$ cat config.mk
export PLATFORM = sky130hd
export DESIGN_NAME = text_char_stream_filter_core
export DESIGN_NICKNAME = d
export VERILOG_FILES = /design/src/sv/tcsf_pkg.sv /design/src/sv/tcsf_front.sv /design/src/sv/tcsf_cmd_fifo.sv /design/src/sv/tcsf_back.sv /design/src/sv/text_char_stream_filter_core.sv
export SDC_FILE = /design/constraint.sdc
export NUM_CORES = 1
export LEC_CHECK = 0
export ABC_CLOCK_PERIOD_IN_PS = 3600
export BUFFER_PORTS_ARGS = -buffer_cell sky130_fd_sc_hd__buf_2
export CAP_MARGIN = 20
export CORE_UTILIZATION = 25
export DETAILED_ROUTE_END_ITERATION = 8
export PLACE_DENSITY = 0.4
export REMOVE_ABC_BUFFERS = 1
export SLEW_MARGIN = 20
export SYNTH_ARGS = -nofsm -noshare
export SYNTH_HDL_FRONTEND = slang
export SYNTH_SLANG_ARGS = --single-unit
$ cat constraint.sdc
create_clock -name clk_i -period 3.6 [get_ports clk_i]
set_input_delay 0.54 -clock clk_i [delete_from_list [all_inputs] [get_ports clk_i]]
set_output_delay 0.54 -clock clk_i [all_outputs]
set_load 0.01 [all_outputs]
$ cat src/sv/tcsf_pkg.sv
`timescale 1ns / 1ps
// ----------------------------------------------------------------------------
// Text stream filter package
// Shared codes, character constants and the command word passed from the
// classifying front end to the emitting back end.
// ----------------------------------------------------------------------------
package tcsf_pkg;

  // Configuration register indexes.
  typedef enum logic [2:0] {
    REG_MODE_FLAGS   = 3'd0,
    REG_DELETE_BYTE  = 3'd1,
    REG_REPLACE_FROM = 3'd2,
    REG_REPLACE_TO   = 3'd3,
    REG_TAB_WIDTH    = 3'd4
  } cfg_reg_e;

  localparam int unsigned CFG_INDEX_W = 3;
  localparam int unsigned CFG_DATA_W  = 8;
  localparam int unsigned MODE_W      = 7;
  localparam int unsigned TAB_W       = 6;

  // Bit positions inside mode_flags.
  localparam int unsigned MODE_BLANK   = 0;
  localparam int unsigned MODE_DELETE  = 1;
  localparam int unsigned MODE_LOWER   = 2;
  localparam int unsigned MODE_NUMBERS = 3;
  localparam int unsigned MODE_REPLACE = 4;
  localparam int unsigned MODE_UPPER   = 5;
  localparam int unsigned MODE_TABS    = 6;

  localparam logic [7:0] CH_TAB      = 8'h09;
  localparam logic [7:0] CH_NL       = 8'h0A;
  localparam logic [7:0] CH_SPACE    = 8'h20;
  localparam logic [7:0] CH_ZERO     = 8'h30;
  localparam logic [7:0] CASE_OFFSET = 8'd32;

  // Depth of the command queue between front and back end.
  localparam int unsigned CMD_FIFO_DEPTH = 2;

  typedef enum logic [1:0] {
    BODY_NONE   = 2'd0,
    BODY_BYTE   = 2'd1,
    BODY_SPACES = 2'd2
  } body_kind_e;

  typedef struct packed {
    logic              prefix;
    body_kind_e        kind;
    logic [7:0]        data;
    logic [TAB_W-1:0]  spaces;
  } cmd_t;

endpackage

$ cat src/sv/tcsf_front.sv
`timescale 1ns / 1ps
// ----------------------------------------------------------------------------
// Text stream filter front end
// Holds the configuration, runs each input word through delete, replace and
// case folding, and turns it into at most one command for the back end.
// ----------------------------------------------------------------------------
module tcsf_front import tcsf_pkg::*; #(
  parameter int unsigned MAX_TAB_WIDTH = 32
) (
  input  logic                   clk_i,
  input  logic                   rst_ni,
  input  logic                   cfg_valid_i,
  input  logic [CFG_INDEX_W-1:0] cfg_index_i,
  input  logic [CFG_DATA_W-1:0]  cfg_data_i,
  input  logic                   push_i,
  input  logic                   kind_i,
  input  logic [7:0]             in_byte_i,
  input  logic                   fifo_full_i,
  output logic                   cmd_push_o,
  output cmd_t                   cmd_o
);

  logic [MODE_W-1:0] mode_q;
  logic [7:0]        delete_q;
  logic [7:0]        repl_from_q;
  logic [7:0]        repl_to_q;
  logic [TAB_W-1:0]  tab_width_q;
  logic [7:0]        prev_q, prev_d;

  logic              accept;
  logic              deleted;
  logic [7:0]        c_repl, c_upper, c_lower;
  logic [TAB_W-1:0]  n_spaces;
  logic              at_line_start;

  always_ff @(posedge clk_i or negedge rst_ni) begin
    if (!rst_ni) begin
      mode_q      <= '0;
      delete_q    <= '0;
      repl_from_q <= '0;
      repl_to_q   <= '0;
      tab_width_q <= TAB_W'(8);
    end else if (cfg_valid_i) begin
      unique case (cfg_index_i)
        REG_MODE_FLAGS:   mode_q      <= cfg_data_i[MODE_W-1:0];
        REG_DELETE_BYTE:  delete_q    <= cfg_data_i;
        REG_REPLACE_FROM: repl_from_q <= cfg_data_i;
        REG_REPLACE_TO:   repl_to_q   <= cfg_data_i;
        REG_TAB_WIDTH:    tab_width_q <= cfg_data_i[TAB_W-1:0];
        default: ;
      endcase
    end
  end

  assign accept  = push_i && !fifo_full_i;
  assign deleted = mode_q[MODE_DELETE] && (in_byte_i == delete_q);

  always_comb begin
    c_repl = (mode_q[MODE_REPLACE] && in_byte_i == repl_from_q) ? repl_to_q : in_byte_i;
    c_upper = c_repl;
    if (mode_q[MODE_UPPER] && c_repl >= 8'h61 && c_repl <= 8'h7A) begin
      c_upper = c_repl - CASE_OFFSET;
    end
    c_lower = c_upper;
    if (mode_q[MODE_LOWER] && c_upper >= 8'h41 && c_upper <= 8'h5A) begin
      c_lower = c_upper + CASE_OFFSET;
    end
  end

  assign n_spaces = (tab_width_q > TAB_W'(MAX_TAB_WIDTH)) ? TAB_W'(MAX_TAB_WIDTH)
                                                          : tab_width_q;
  assign at_line_start = mode_q[MODE_NUMBERS] && (prev_q == CH_NL);

  // Classification. A command that would emit nothing is not queued.
  always_comb begin
    cmd_o.prefix = 1'b0;
    cmd_o.kind   = BODY_NONE;
    cmd_o.data   = c_lower;
    cmd_o.spaces = n_spaces;
    prev_d       = prev_q;
    if (kind_i) begin
      prev_d       = '0;
      cmd_o.prefix = mode_q[MODE_NUMBERS];
    end else if (!deleted) begin
      prev_d = c_lower;
      if (mode_q[MODE_TABS] && c_lower == CH_TAB) begin
        cmd_o.prefix = at_line_start;
        cmd_o.kind   = (n_spaces != '0) ? BODY_SPACES : BODY_NONE;
      end else if (!(mode_q[MODE_BLANK] && c_lower == CH_NL && prev_q == CH_NL)) begin
        cmd_o.prefix = at_line_start;
        cmd_o.kind   = BODY_BYTE;
      end
    end
  end

  assign cmd_push_o = accept && (cmd_o.prefix || cmd_o.kind != BODY_NONE);

  always_ff @(posedge clk_i or negedge rst_ni) begin
    if (!rst_ni) begin
      prev_q <= '0;
    end else if (accept) begin
      prev_q <= prev_d;
    end
  end

endmodule

$ cat src/sv/tcsf_cmd_fifo.sv
`timescale 1ns / 1ps
// ----------------------------------------------------------------------------
// Text stream filter command queue
// Short first-in first-out queue that decouples the front and back end.
// ----------------------------------------------------------------------------
module tcsf_cmd_fifo import tcsf_pkg::*; (
  input  logic clk_i,
  input  logic rst_ni,
  input  logic wr_i,
  input  cmd_t wr_data_i,
  input  logic rd_i,
  output cmd_t rd_data_o,
  output logic full_o,
  output logic valid_o
);

  localparam int unsigned PTR_W = (CMD_FIFO_DEPTH > 1) ? $clog2(CMD_FIFO_DEPTH) : 1;
  localparam int unsigned CNT_W = $clog2(CMD_FIFO_DEPTH + 1);

  cmd_t             mem_q [CMD_FIFO_DEPTH];
  logic [PTR_W-1:0] wr_ptr_q, rd_ptr_q;
  logic [CNT_W-1:0] count_q;
  logic             do_wr, do_rd;

  assign full_o    = (count_q == CNT_W'(CMD_FIFO_DEPTH));
  assign valid_o   = (count_q != '0);
  assign do_wr     = wr_i && !full_o;
  assign do_rd     = rd_i && valid_o;
  assign rd_data_o = mem_q[rd_ptr_q];

  always_ff @(posedge clk_i) begin
    if (do_wr) begin
      mem_q[wr_ptr_q] <= wr_data_i;
    end
  end

  always_ff @(posedge clk_i or negedge rst_ni) begin
    if (!rst_ni) begin
      wr_ptr_q <= '0;
      rd_ptr_q <= '0;
      count_q  <= '0;
    end else begin
      if (do_wr) begin
        wr_ptr_q <= (wr_ptr_q == PTR_W'(CMD_FIFO_DEPTH - 1)) ? '0 : wr_ptr_q + 1'b1;
      end
      if (do_rd) begin
        rd_ptr_q <= (rd_ptr_q == PTR_W'(CMD_FIFO_DEPTH - 1)) ? '0 : rd_ptr_q + 1'b1;
      end
      if (do_wr && !do_rd) begin
        count_q <= count_q + 1'b1;
      end else if (do_rd && !do_wr) begin
        count_q <= count_q - 1'b1;
      end
    end
  end

endmodule

$ cat src/sv/tcsf_back.sv
`timescale 1ns / 1ps
// ----------------------------------------------------------------------------
// Text stream filter back end
// Expands each command into output bytes: the line number prefix, then the
// byte itself or a run of spaces. Owns the BCD line counter.
// ----------------------------------------------------------------------------
module tcsf_back import tcsf_pkg::*; #(
  parameter int unsigned LINE_DIGITS = 6
) (
  input  logic       clk_i,
  input  logic       rst_ni,
  input  logic       cmd_valid_i,
  input  cmd_t       cmd_i,
  output logic       cmd_pop_o,
  input  logic       pop_i,
  output logic       empty_o,
  output logic [7:0] out_byte_o,
  output logic       last_o
);

  localparam int unsigned POS_W = $clog2(LINE_DIGITS + 2);
  localparam int unsigned DIG_W = (LINE_DIGITS > 1) ? $clog2(LINE_DIGITS) : 1;
  localparam logic [LINE_DIGITS*4-1:0] COUNT_RESET = (LINE_DIGITS * 4)'(1);

  typedef enum logic [2:0] {
    ST_IDLE   = 3'b001,
    ST_PREFIX = 3'b010,
    ST_BODY   = 3'b100
  } state_e;

  typedef logic [LINE_DIGITS-1:0][3:0] bcd_t;

  function automatic bcd_t bcd_inc(input bcd_t v);
    bcd_t r;
    logic carry;
    logic nines;
    nines = 1'b1;
    r     = v;
    carry = 1'b1;
    for (int i = 0; i < LINE_DIGITS; i++) begin
      if (v[i] != 4'd9) nines = 1'b0;
      if (carry) begin
        if (v[i] == 4'd9) begin
          r[i] = 4'd0;
        end else begin
          r[i]  = v[i] + 4'd1;
          carry = 1'b0;
        end
      end
    end
    return nines ? v : r;
  endfunction

  state_e           state_q, state_d;
  logic [POS_W-1:0] pos_q, pos_d;
  logic             lead_q, lead_d;
  logic [TAB_W-1:0] cnt_q, cnt_d;
  body_kind_e       kind_q, kind_d;
  logic [7:0]       byte_q, byte_d;
  logic [TAB_W-1:0] n_q, n_d;
  bcd_t             count_q, count_d;
  logic             out_valid_q, out_valid_d;
  logic [7:0]       out_byte_q, out_byte_d;
  logic             out_last_q, out_last_d;

  logic             slot_free, emit, done, load;
  logic [DIG_W-1:0] dig_idx;
  logic [3:0]       digit;
  logic             in_digits, prefix_end, body_end, blank_digit;
  logic [7:0]       emit_byte;

  assign slot_free  = !out_valid_q || pop_i;
  assign emit       = (state_q != ST_IDLE) && slot_free;
  assign dig_idx    = DIG_W'(LINE_DIGITS - 1) - pos_q[DIG_W-1:0];
  assign digit      = count_q[dig_idx];
  assign in_digits  = pos_q < POS_W'(LINE_DIGITS);
  assign prefix_end = pos_q == POS_W'(LINE_DIGITS + 1);
  assign body_end   = (kind_q == BODY_BYTE) || (cnt_q == n_q - TAB_W'(1));
  // Leading zeros show as spaces, except for the units digit.
  assign blank_digit = lead_q && (digit == 4'd0) && (pos_q != POS_W'(LINE_DIGITS - 1));

  always_comb begin
    emit_byte = CH_SPACE;
    done      = 1'b0;
    unique case (state_q)
      ST_PREFIX: begin
        if (in_digits && !blank_digit) begin
          emit_byte = CH_ZERO + {4'd0, digit};
        end
        done = prefix_end && (kind_q == BODY_NONE);
      end
      ST_BODY: begin
        if (kind_q == BODY_BYTE) begin
          emit_byte = byte_q;
        end
        done = body_end;
      end
      default: ;
    endcase
  end

  // The next command is taken in the same cycle as the last byte of the
  // current one, so single-byte commands stream at one per cycle while the output is taken.
  assign load      = cmd_valid_i && ((state_q == ST_IDLE) || (emit && done));
  assign cmd_pop_o = load;

  always_comb begin
    state_d     = state_q;
    pos_d       = pos_q;
    lead_d      = lead_q;
    cnt_d       = cnt_q;
    kind_d      = kind_q;
    byte_d      = byte_q;
    n_d         = n_q;
    count_d     = count_q;
    out_valid_d = out_valid_q;
    out_byte_d  = out_byte_q;
    out_last_d  = out_last_q;

    if (emit) begin
      out_valid_d = 1'b1;
      out_byte_d  = emit_byte;
      out_last_d  = done;
      unique case (state_q)
        ST_PREFIX: begin
          pos_d = pos_q + 1'b1;
          if (in_digits && !blank_digit) lead_d = 1'b0;
          if (prefix_end) begin
            count_d = bcd_inc(count_q);
            state_d = (kind_q == BODY_NONE) ? ST_IDLE : ST_BODY;
            cnt_d   = '0;
          end
        end
        ST_BODY: begin
          if (body_end) begin
            state_d = ST_IDLE;
          end else begin
            cnt_d = cnt_q + 1'b1;
          end
        end
        default: ;
      endcase
    end else if (pop_i) begin
      out_valid_d = 1'b0;
    end

    if (load) begin
      kind_d  = cmd_i.kind;
      byte_d  = cmd_i.data;
      n_d     = cmd_i.spaces;
      pos_d   = '0;
      lead_d  = 1'b1;
      cnt_d   = '0;
      state_d = cmd_i.prefix ? ST_PREFIX : ST_BODY;
    end
  end

  always_ff @(posedge clk_i or negedge rst_ni) begin
    if (!rst_ni) begin
      state_q     <= ST_IDLE;
      pos_q       <= '0;
      lead_q      <= 1'b1;
      cnt_q       <= '0;
      kind_q      <= BODY_NONE;
      count_q     <= COUNT_RESET;
      out_valid_q <= 1'b0;
    end else begin
      state_q     <= state_d;
      pos_q       <= pos_d;
      lead_q      <= lead_d;
      cnt_q       <= cnt_d;
      kind_q      <= kind_d;
      count_q     <= count_d;
      out_valid_q <= out_valid_d;
    end
  end

  always_ff @(posedge clk_i) begin
    byte_q     <= byte_d;
    n_q        <= n_d;
    out_byte_q <= out_byte_d;
    out_last_q <= out_last_d;
  end

  assign empty_o    = !out_valid_q;
  assign out_byte_o = out_byte_q;
  assign last_o     = out_last_q;

  a_pop_needs_cmd: assert property (@(posedge clk_i) disable iff (!rst_ni)
    cmd_pop_o |-> cmd_valid_i)
    else $error("command popped from an empty queue");

  a_prefix_pos: assert property (@(posedge clk_i) disable iff (!rst_ni)
    (state_q == ST_PREFIX) |-> (pos_q <= POS_W'(LINE_DIGITS + 1)))
    else $error("prefix position out of range");

  a_space_run: assert property (@(posedge clk_i) disable iff (!rst_ni)
    (state_q == ST_BODY && kind_q == BODY_SPACES) |-> (cnt_q < n_q))
    else $error("space run overran its length");

  a_count_saturates: assert property (@(posedge clk_i) disable iff (!rst_ni)
    (count_q == bcd_t'({LINE_DIGITS{4'd9}})) |=> (count_q == bcd_t'({LINE_DIGITS{4'd9}})))
    else $error("saturated line count moved");

  a_held_word: assert property (@(posedge clk_i) disable iff (!rst_ni)
    (out_valid_q && !pop_i) |=> (out_valid_q && $stable(out_byte_q) && $stable(out_last_q)))
    else $error("unaccepted output word was overwritten");

endmodule

$ cat src/sv/text_char_stream_filter_core.sv
`timescale 1ns / 1ps
// ----------------------------------------------------------------------------
// Text character stream filter
// Filters a text byte stream and optionally prefixes each line with its
// line number.
// ----------------------------------------------------------------------------
// Usage:
//   Input words (kind_i, in_byte_i) are pushed with push while full is low;
//   kind_i high marks the start of a new file. Output words (out_byte_o,
//   last_o) are read with pop while empty is low; last_o marks the final
//   byte caused by one input word. An input word that causes nothing
//   produces no output word.
//   Configuration is written through cfg_valid_i/cfg_index_i/cfg_data_i,
//   always ready; the user must write it only while the block is idle, which the block does not enforce.
// Timing:
//   An input word passes through the command queue and the back end's
//   command registers into the output register. Plain bytes stream at one
//   per cycle while pop is high. A line prefix is LINE_DIGITS digit places
//   and two spaces, a tab a run of spaces; the back end emits one byte per cycle.
// Reset and stalls:
//   Reset clears the command queue, output word and previous byte and sets
//   the line count to one. When pop stays low the back end holds, the
//   two-entry command queue fills, and full rises until the output is taken.
// ----------------------------------------------------------------------------
module text_char_stream_filter_core import tcsf_pkg::*; #(
  parameter int unsigned MAX_TAB_WIDTH = 32,
  parameter int unsigned LINE_DIGITS   = 6
) (
  input  logic                   clk_i,
  input  logic                   rst_ni,
  input  logic                   cfg_valid_i,
  output logic                   cfg_ready_o,
  input  logic [CFG_INDEX_W-1:0] cfg_index_i,
  input  logic [CFG_DATA_W-1:0]  cfg_data_i,
  input  logic                   push,
  output logic                   full,
  input  logic                   kind_i,
  input  logic [7:0]             in_byte_i,
  output logic                   empty,
  input  logic                   pop,
  output logic [7:0]             out_byte_o,
  output logic                   last_o
);

  cmd_t front_cmd;
  cmd_t queue_cmd;
  logic cmd_push;
  logic cmd_pop;
  logic queue_full;
  logic queue_valid;

  assign cfg_ready_o = 1'b1;
  assign full        = queue_full;

  tcsf_front #(
    .MAX_TAB_WIDTH (MAX_TAB_WIDTH)
  ) u_front (
    .clk_i       (clk_i),
    .rst_ni      (rst_ni),
    .cfg_valid_i (cfg_valid_i),
    .cfg_index_i (cfg_index_i),
    .cfg_data_i  (cfg_data_i),
    .push_i      (push),
    .kind_i      (kind_i),
    .in_byte_i   (in_byte_i),
    .fifo_full_i (queue_full),
    .cmd_push_o  (cmd_push),
    .cmd_o       (front_cmd)
  );

  tcsf_cmd_fifo u_queue (
    .clk_i     (clk_i),
    .rst_ni    (rst_ni),
    .wr_i      (cmd_push),
    .wr_data_i (front_cmd),
    .rd_i      (cmd_pop),
    .rd_data_o (queue_cmd),
    .full_o    (queue_full),
    .valid_o   (queue_valid)
  );

  tcsf_back #(
    .LINE_DIGITS (LINE_DIGITS)
  ) u_back (
    .clk_i       (clk_i),
    .rst_ni      (rst_ni),
    .cmd_valid_i (queue_valid),
    .cmd_i       (queue_cmd),
    .cmd_pop_o   (cmd_pop),
    .pop_i       (pop),
    .empty_o     (empty),
    .out_byte_o  (out_byte_o),
    .last_o      (last_o)
  );

endmodule
Word-level counts from Yosys, hierarchy flattened:

Memories as Yosys holds them, arrays and structs flattened.
Index checks and enable logic that the tools add are counted.

* $add $sub $neg: 17
* multiply operators: 0
* div/mod/pow operators: 0
* magnitude comparators: 7
* eq/ne operators: 34
* shifts and indexed selects: 0
* mux-type cells: 84
* bitwise logic cells: 1
* reduce and logical (&&, ||, !) cells: 60

Operator list (count)
* 8-bit two-way mux: 7
* 1-bit two-way mux: 44
* 3-bit two-way mux: 12
* 6-bit two-way mux: 5
* 4-bit two-way mux: 7
* 5-bit AND reduction: 5
* 4-bit by 1-bit adder with 4-bit output (second input constant): 6
* 4-bit == test (second input constant): 6
* 8-bit by 4-bit == test with 1-bit output (second input constant): 3
* 4-bit != test (second input constant): 6
* 1-bit logical AND: 23
* 8-bit == test: 2
* 8-bit by 7-bit greater-or-equal comparator with 1-bit output (second input constant): 2
* 8-bit by 7-bit <= comparator with 1-bit output (second input constant): 2
* 8-bit case mux with 2 select lines: 1
* 2-bit AND reduction: 7
* 2-bit nonzero test: 7
* 4-bit binary-select mux with 3-bit select: 1
* 6-bit case mux with 2 select lines: 1
* 4-bit AND reduction: 3
* 3-bit by 2-bit == test with 1-bit output (second input constant): 3
* 3-bit == test (second input constant): 3
* 8-bit by 6-bit adder with 8-bit output (second input constant): 1
* 2-bit two-way mux: 4
* 31 further kinds: 42

* bits in registers: 112
* bits in latches: 0
* bits in writable memories: 34
* memory bits (read-only): 0
* bits of input ports: 25
* output and inout bits: 12
* logic and storage cells: 229
* memories kept: 1

Memory list
* u_queue.mem_q: depth 2, width 17, rd ports 1, clocked after memory_dff 0, wr ports 1, line tcsf_cmd_fifo.sv:20 `cmd_t mem_q [CMD_FIFO_DEPTH];`

Depth between registers and ports, before layout:

* depth after elaboration: 26
* depth in mapped cells: 16
* gate-level depth less buffers: 15

By module:

From an unflattened synthesis, not the netlist that was laid out.

* cell total of the unflattened synthesis: 624
* area, all modules: 7544.7 um^2

By module, submodules not included
* tcsf_back: times used 1, cells each 309, area an instance 3382.0 um^2, sequential area each 1695.4 um^2
* tcsf_front: times used 1, cells each 241, area an instance 2673.8 um^2, sequential area each 1127.3 um^2
* tcsf_cmd_fifo: times used 1, cells each 72, area an instance 1477.7 um^2, sequential area each 1121.1 um^2
* text_char_stream_filter_core: times used 1, cells each 2, area an instance 11.3 um^2, sequential area each 0.0 um^2

Least setup slack after synthesis:

OpenSTA, ideal clock, no wires.

* path kind: input port to flip-flop
* start: in in_byte_i[4]
* end: mem u_queue.mem_q[0][0] (netlist name) (enable)
* setup time: 393 ps
* arrival: 3635 ps
* data required time: 3207 ps
* path slack: -427 ps
* cell stages on the path: 13
* path buffers: 1
* path through: clkbuf_1 xnor2_1 nand3_2 nor3_4 mux2i_1 inv_1 ha_1 o31ai_1 nor2_1 o2111ai_1 o21a_1 o22a_1 nor2b_1

* longest elaborated chain between the ends: 24
* elaborated cells on any way between the ends: 33
* those cells by class: add/sub: 2; order compare: 4; eq/ne: 4; mux: 10; reduce/logical: 13

RTL lines
* start, declared: line text_char_stream_filter_core.sv:38 `input logic [7:0] in_byte_i,`
* 8-bit == test: line tcsf_front.sv:59 `c_repl = (mode_q[MODE_REPLACE] && in_byte_i == repl_from_q) ? repl_to_q : in_byte_i;`
* 1-bit logical AND: line tcsf_front.sv:59
* 8-bit two-way mux: line tcsf_front.sv:59
* 8-bit by 7-bit greater-or-equal comparator with 1-bit output: line tcsf_front.sv:61 `if (mode_q[MODE_UPPER] && c_repl >= 8'h61 && c_repl <= 8'h7A) begin`
* 1-bit logical AND (2 in a row): line tcsf_front.sv:61
* 8-bit two-way mux: line tcsf_front.sv:61
* 8-bit by 7-bit greater-or-equal comparator with 1-bit output: line tcsf_front.sv:65 `if (mode_q[MODE_LOWER] && c_upper >= 8'h41 && c_upper <= 8'h5A) begin`
* 1-bit logical AND (2 in a row): line tcsf_front.sv:65
* [... 7 more ...]
* 2-bit two-way mux: line tcsf_front.sv:81 `if (kind_i) begin`
* 2-bit nonzero test: line tcsf_front.sv:96 `assign cmd_push_o = accept && (cmd_o.prefix || cmd_o.kind != BODY_NONE);`
* 1-bit logical OR *: line tcsf_front.sv:96
* 1-bit logical AND *: line tcsf_front.sv:96
* 1-bit logical AND *: line tcsf_cmd_fifo.sv:27 `assign do_wr = wr_i && !full_o;`
* named net u_queue.do_wr: line tcsf_cmd_fifo.sv:23 `logic do_wr, do_rd;`
* 1-bit two-way mux *: line tcsf_cmd_fifo.sv:32 `if (do_wr) begin`
* 1-bit two-way mux (not written as such) *: line tcsf_cmd_fifo.sv:33 `mem_q[wr_ptr_q] <= wr_data_i;`
* end, declared: line tcsf_cmd_fifo.sv:20

Mark *: on every way through the listed nets, which the timed path passes. The rest lies on a longest branch.

Worst setup path in the final report:

* start: reg u_front.repl_from_q[2]
* end: mem u_queue.mem_q[0][7] (netlist name) (enable)

* longest elaborated chain between the ends: 24
* elaborated cells on any way between the ends: 31
* those cells by class: add/sub: 2; order compare: 4; eq/ne: 3; mux: 10; reduce/logical: 12

RTL lines
* start, declared: line tcsf_front.sv:25 `logic [7:0] repl_from_q;`
* start signal, assigned: line tcsf_front.sv:47 `REG_REPLACE_FROM: repl_from_q <= cfg_data_i;`
* 8-bit == test *: line tcsf_front.sv:59
* 1-bit logical AND *: line tcsf_front.sv:59
* 8-bit two-way mux *: line tcsf_front.sv:59
* 8-bit by 7-bit greater-or-equal comparator with 1-bit output: line tcsf_front.sv:61
* 1-bit logical AND (2 in a row): line tcsf_front.sv:61
* 8-bit two-way mux *: line tcsf_front.sv:61
* 8-bit by 7-bit greater-or-equal comparator with 1-bit output: line tcsf_front.sv:65
* 1-bit logical AND (2 in a row): line tcsf_front.sv:65
* [... 7 more ...]
* 2-bit two-way mux: line tcsf_front.sv:81
* 2-bit nonzero test: line tcsf_front.sv:96
* 1-bit logical OR *: line tcsf_front.sv:96
* 1-bit logical AND *: line tcsf_front.sv:96
* 1-bit logical AND *: line tcsf_cmd_fifo.sv:27
* named net u_queue.do_wr: line tcsf_cmd_fifo.sv:23
* 1-bit two-way mux *: line tcsf_cmd_fifo.sv:32
* 1-bit two-way mux (not written as such) *: line tcsf_cmd_fifo.sv:33

Marked as above.

==> flow_metrics.tcl <==
set metrics [dict create \
    p_per_area_nw_per_um2 510 \
    yosys.area.top_type "dfrtp_1" \
    ys.flop_type "dfrtp_1" \
    synth_edf_count 57 \
    insertedDiodeCount 0 \
    hold_path.class "in2async" \
    syn2layout_area_growth_pct 18.4 \
    hpwlAfterDp_um 12000 \
    port-buffer-count 35 \
    ir_drop_uv 328 \
    clock_sinks 146 \
    drt_iter0_markers 230 \
    skew_ps 15.1 \
    start_kind "register" \
    place_congestion 0.796 \
    core_um2 28200 \
    power_leakage_nw 3.45 \
    total_power_w 0.00437 \
    slew_headroom 0.346 \
    synth.top_cell.area_share 0.294 \
    ys_top_cells_by_area "dfrtp_1, edfxtp_1, mux2_2" \
    cpMaxStageDelayCell "dfrtp_1" \
    max_freq_ghz 0.305 \
    drcViolationCount 0 \
    dieArea_um2 29700 \
    dr.pass1.iters 4 \
    post_drt_wl_per_cell_um 15.3 \
    grt_pass1_wl_um 27000 \
    rows 61 \
    synth_warnings 0 \
    rr_worst_depth 13 \
    cts-root-buf "clkbuf_16" \
    syn-cell-area_um2 7240 \
    rsz0062_at_grt "no" \
    gr-total-overflow 0 \
    antenna_found_initial 0 \
    numCtsBuffers 17 \
    fin_crit_sh 0.910 \
    wl_um 16200 \
    dieHeight_um 172 \
    avgSynthCellArea_um2 11.9 \
    synth.most_common_cell "dfrtp_1" \
    cp_max_fo 11 \
    layout_min_cycle_time_ps 3280 \
    grt_use_total 0.119 \
    path_class "reg2reg" \
    clkTransAtPathRegs_ps 70 \
    grt_max_degree 46 \
    whs_ps 117 \
    ant_nets 0 \
    status "finished clean" \
    pin_count 37 \
    end_kind "register" \
    via_per_inst 4.55 \
    clk_path_buf_depth 2 \
    vias 4810 \
    dieWidth_um 172 \
    cts_tree "built" \
    max_stage_delay_ps 400 \
    path_cells "xnor2_1 > nand4_1 > nor3_4 > mux2i_1 > inv_1 > ha_1 > o31ai_2 > nor2_1 > o2111ai_1 > o21a_1 > o22a_2 > nor2b_1 > buf_6" \
    htreeDepth 4 \
    setup_viol 0 \
    cts_hold_buf 0 \
    hold_viol_final 0 \
    drive_above_1_share 0.274 \
    synth_cells 607 \
    synth_cell_types 73 \
    slew_violations 0 \
    async_flop_share 0.610 \
    finish.utilization 0.305 \
    yosysSeqAreaShare 0.544 \
    clock_latency_ps 420 \
    worstMarginPinSlew_ps 973 \
    cp.required_ps 3710 \
    grt_pass1_vias 5130 \
    synth-seq-cells 146 \
    arrival_ps 3390 \
    initial_utilization 0.257 \
    maxCapViolations 0 \
    fillers 2857 \
    synthTopCellsByCount "dfrtp_1, nand2_1, mux2_2" \
    layout.nets 702 \
]
## power breakdown
part	switching, W	leakage, nW	internal [W]	total [W]
clock	0.000706	0.288	0.00100	0.00171
sequential	0.000147	1.65	0.00197	0.00212
combinational	0.000275	1.51	0.000271	0.000545
## cells by family (layout without fill, tap and decap cells)
kind of cell,after synthesis,after routing,synth area share
mux,74,74,0.120
buf+inv,41,114,0.0245
other cells,1,1,0.000518
simple gates,198,198,0.142
xor+xnor,38,38,0.0459
flops,146,146,0.544
compound gates,99,99,0.105
fa+ha+maj,10,10,0.0173
## layout make-up
class | count | area, um^2 | share of cell area
flip-flops and latches | 146 | 3940 | 0.460
multi-input cells | 420 | 3130 | 0.365
well taps | 378 | 473 | 0.0551
clock buffers | 20 | 462 | 0.0538
repair buffers | 59 | 374 | 0.0436
clock inverters | 12 | 104 | 0.0121
inverters | 23 | 88.8 | 0.0104
## flip-flops by register name (all words and copies together) (netlist names), 7 cells and up
register	flops
u_front.prev_q	8
u_back.byte_q	8
u_front.delete_q	8
u_back.count_q	24
u_front.repl_from_q	8
u_back.out_byte_o	8
u_queue.mem_q	34
u_front.mode_q	7
u_front.repl_to_q	8
## repair_timing
action | 4_1_cts | 5_1_grt
setup endpoints to repair | 0 | 35
setup buffers | 0 | 2
gates resized for setup | 0 | 4
## final timing paths
kind	start	to	slack, ps
max in group asynchronous	rst_ni	u_front.tab_width_q[3]	2500
setup / recovery	u_front.repl_from_q[2]	u_queue.mem_q[0][7]	320
hold / removal	rst_ni	u_back.count_q[17]	120
min in group clk_i	cfg_data_i[7]	u_front.repl_to_q[7]	390
hold reg to reg	u_queue.wr_ptr_q	u_queue.wr_ptr_q	480
setup reg to reg	u_front.repl_from_q[2]	u_queue.mem_q[0][7]	320
## cell usage in the layout (no fill, tap or decap), types with 4 or more instances in the layout
cell       instances
o21ai_0           23
a22o_1            14
nor2_1            37
nand2b_1          12
buf_4             23
nand3_1           11
xnor2_1           29
a31oi_2            4
nor3_1            20
mux2i_1           10
dfrtp_1           85
nor2b_1           12
clkinv_2           4
inv_1             22
clkbuf_16         18
nand2_1           60
inv_4              4
buf_2             34
xor2_1             9
and2_1             5
ha_1              10
a21oi_1           11
nand4_1            4
a21o_1             6
mux2_2            59
edfxtp_1          57
nor3b_1            8
o2bb2ai_1          5
mux4_2             4
dfstp_2            4
## stage by stage
step / cell area [um^2] / setup WS (ps) / TNS, ps / instances
after floorplan: 7150 / -440 / -8770 / 589
after global placement: 7980 / 101 / 0 / 1024
after detailed placement: 7980 / 14.2 / 0 / 1024
after CTS: 8550 / 248 / 0 / 1056
after global routing: 8580 / 14.7 / 0 / 1058
final: 8580 / 324 / 0 / 1058
## per-layer routing
layer  part of all wire  vias to the layer above  global-route usage
li1                   -                     2325                   -
met1               0.48                     2397               0.152
met2               0.49                       76               0.203
met3              0.026                       12              0.0231
met4              0.012                        0              0.0369
met5                  0                        -                   0
## worst max-delay path, delay by kind of cell (launching register included)
family / cells / cell delay (ps)
flip-flops: 1 / 400
XOR/XNOR: 1 / 170
AO/OA/AOI/OAI: 4 / 870
multiplexers: 1 / 260
AND/OR/NAND/NOR: 4 / 770
buffers and inverters: 2 / 260
adder cells (fa/ha/maj): 1 / 230
Note: power is estimated with default switching activity, not from simulation.
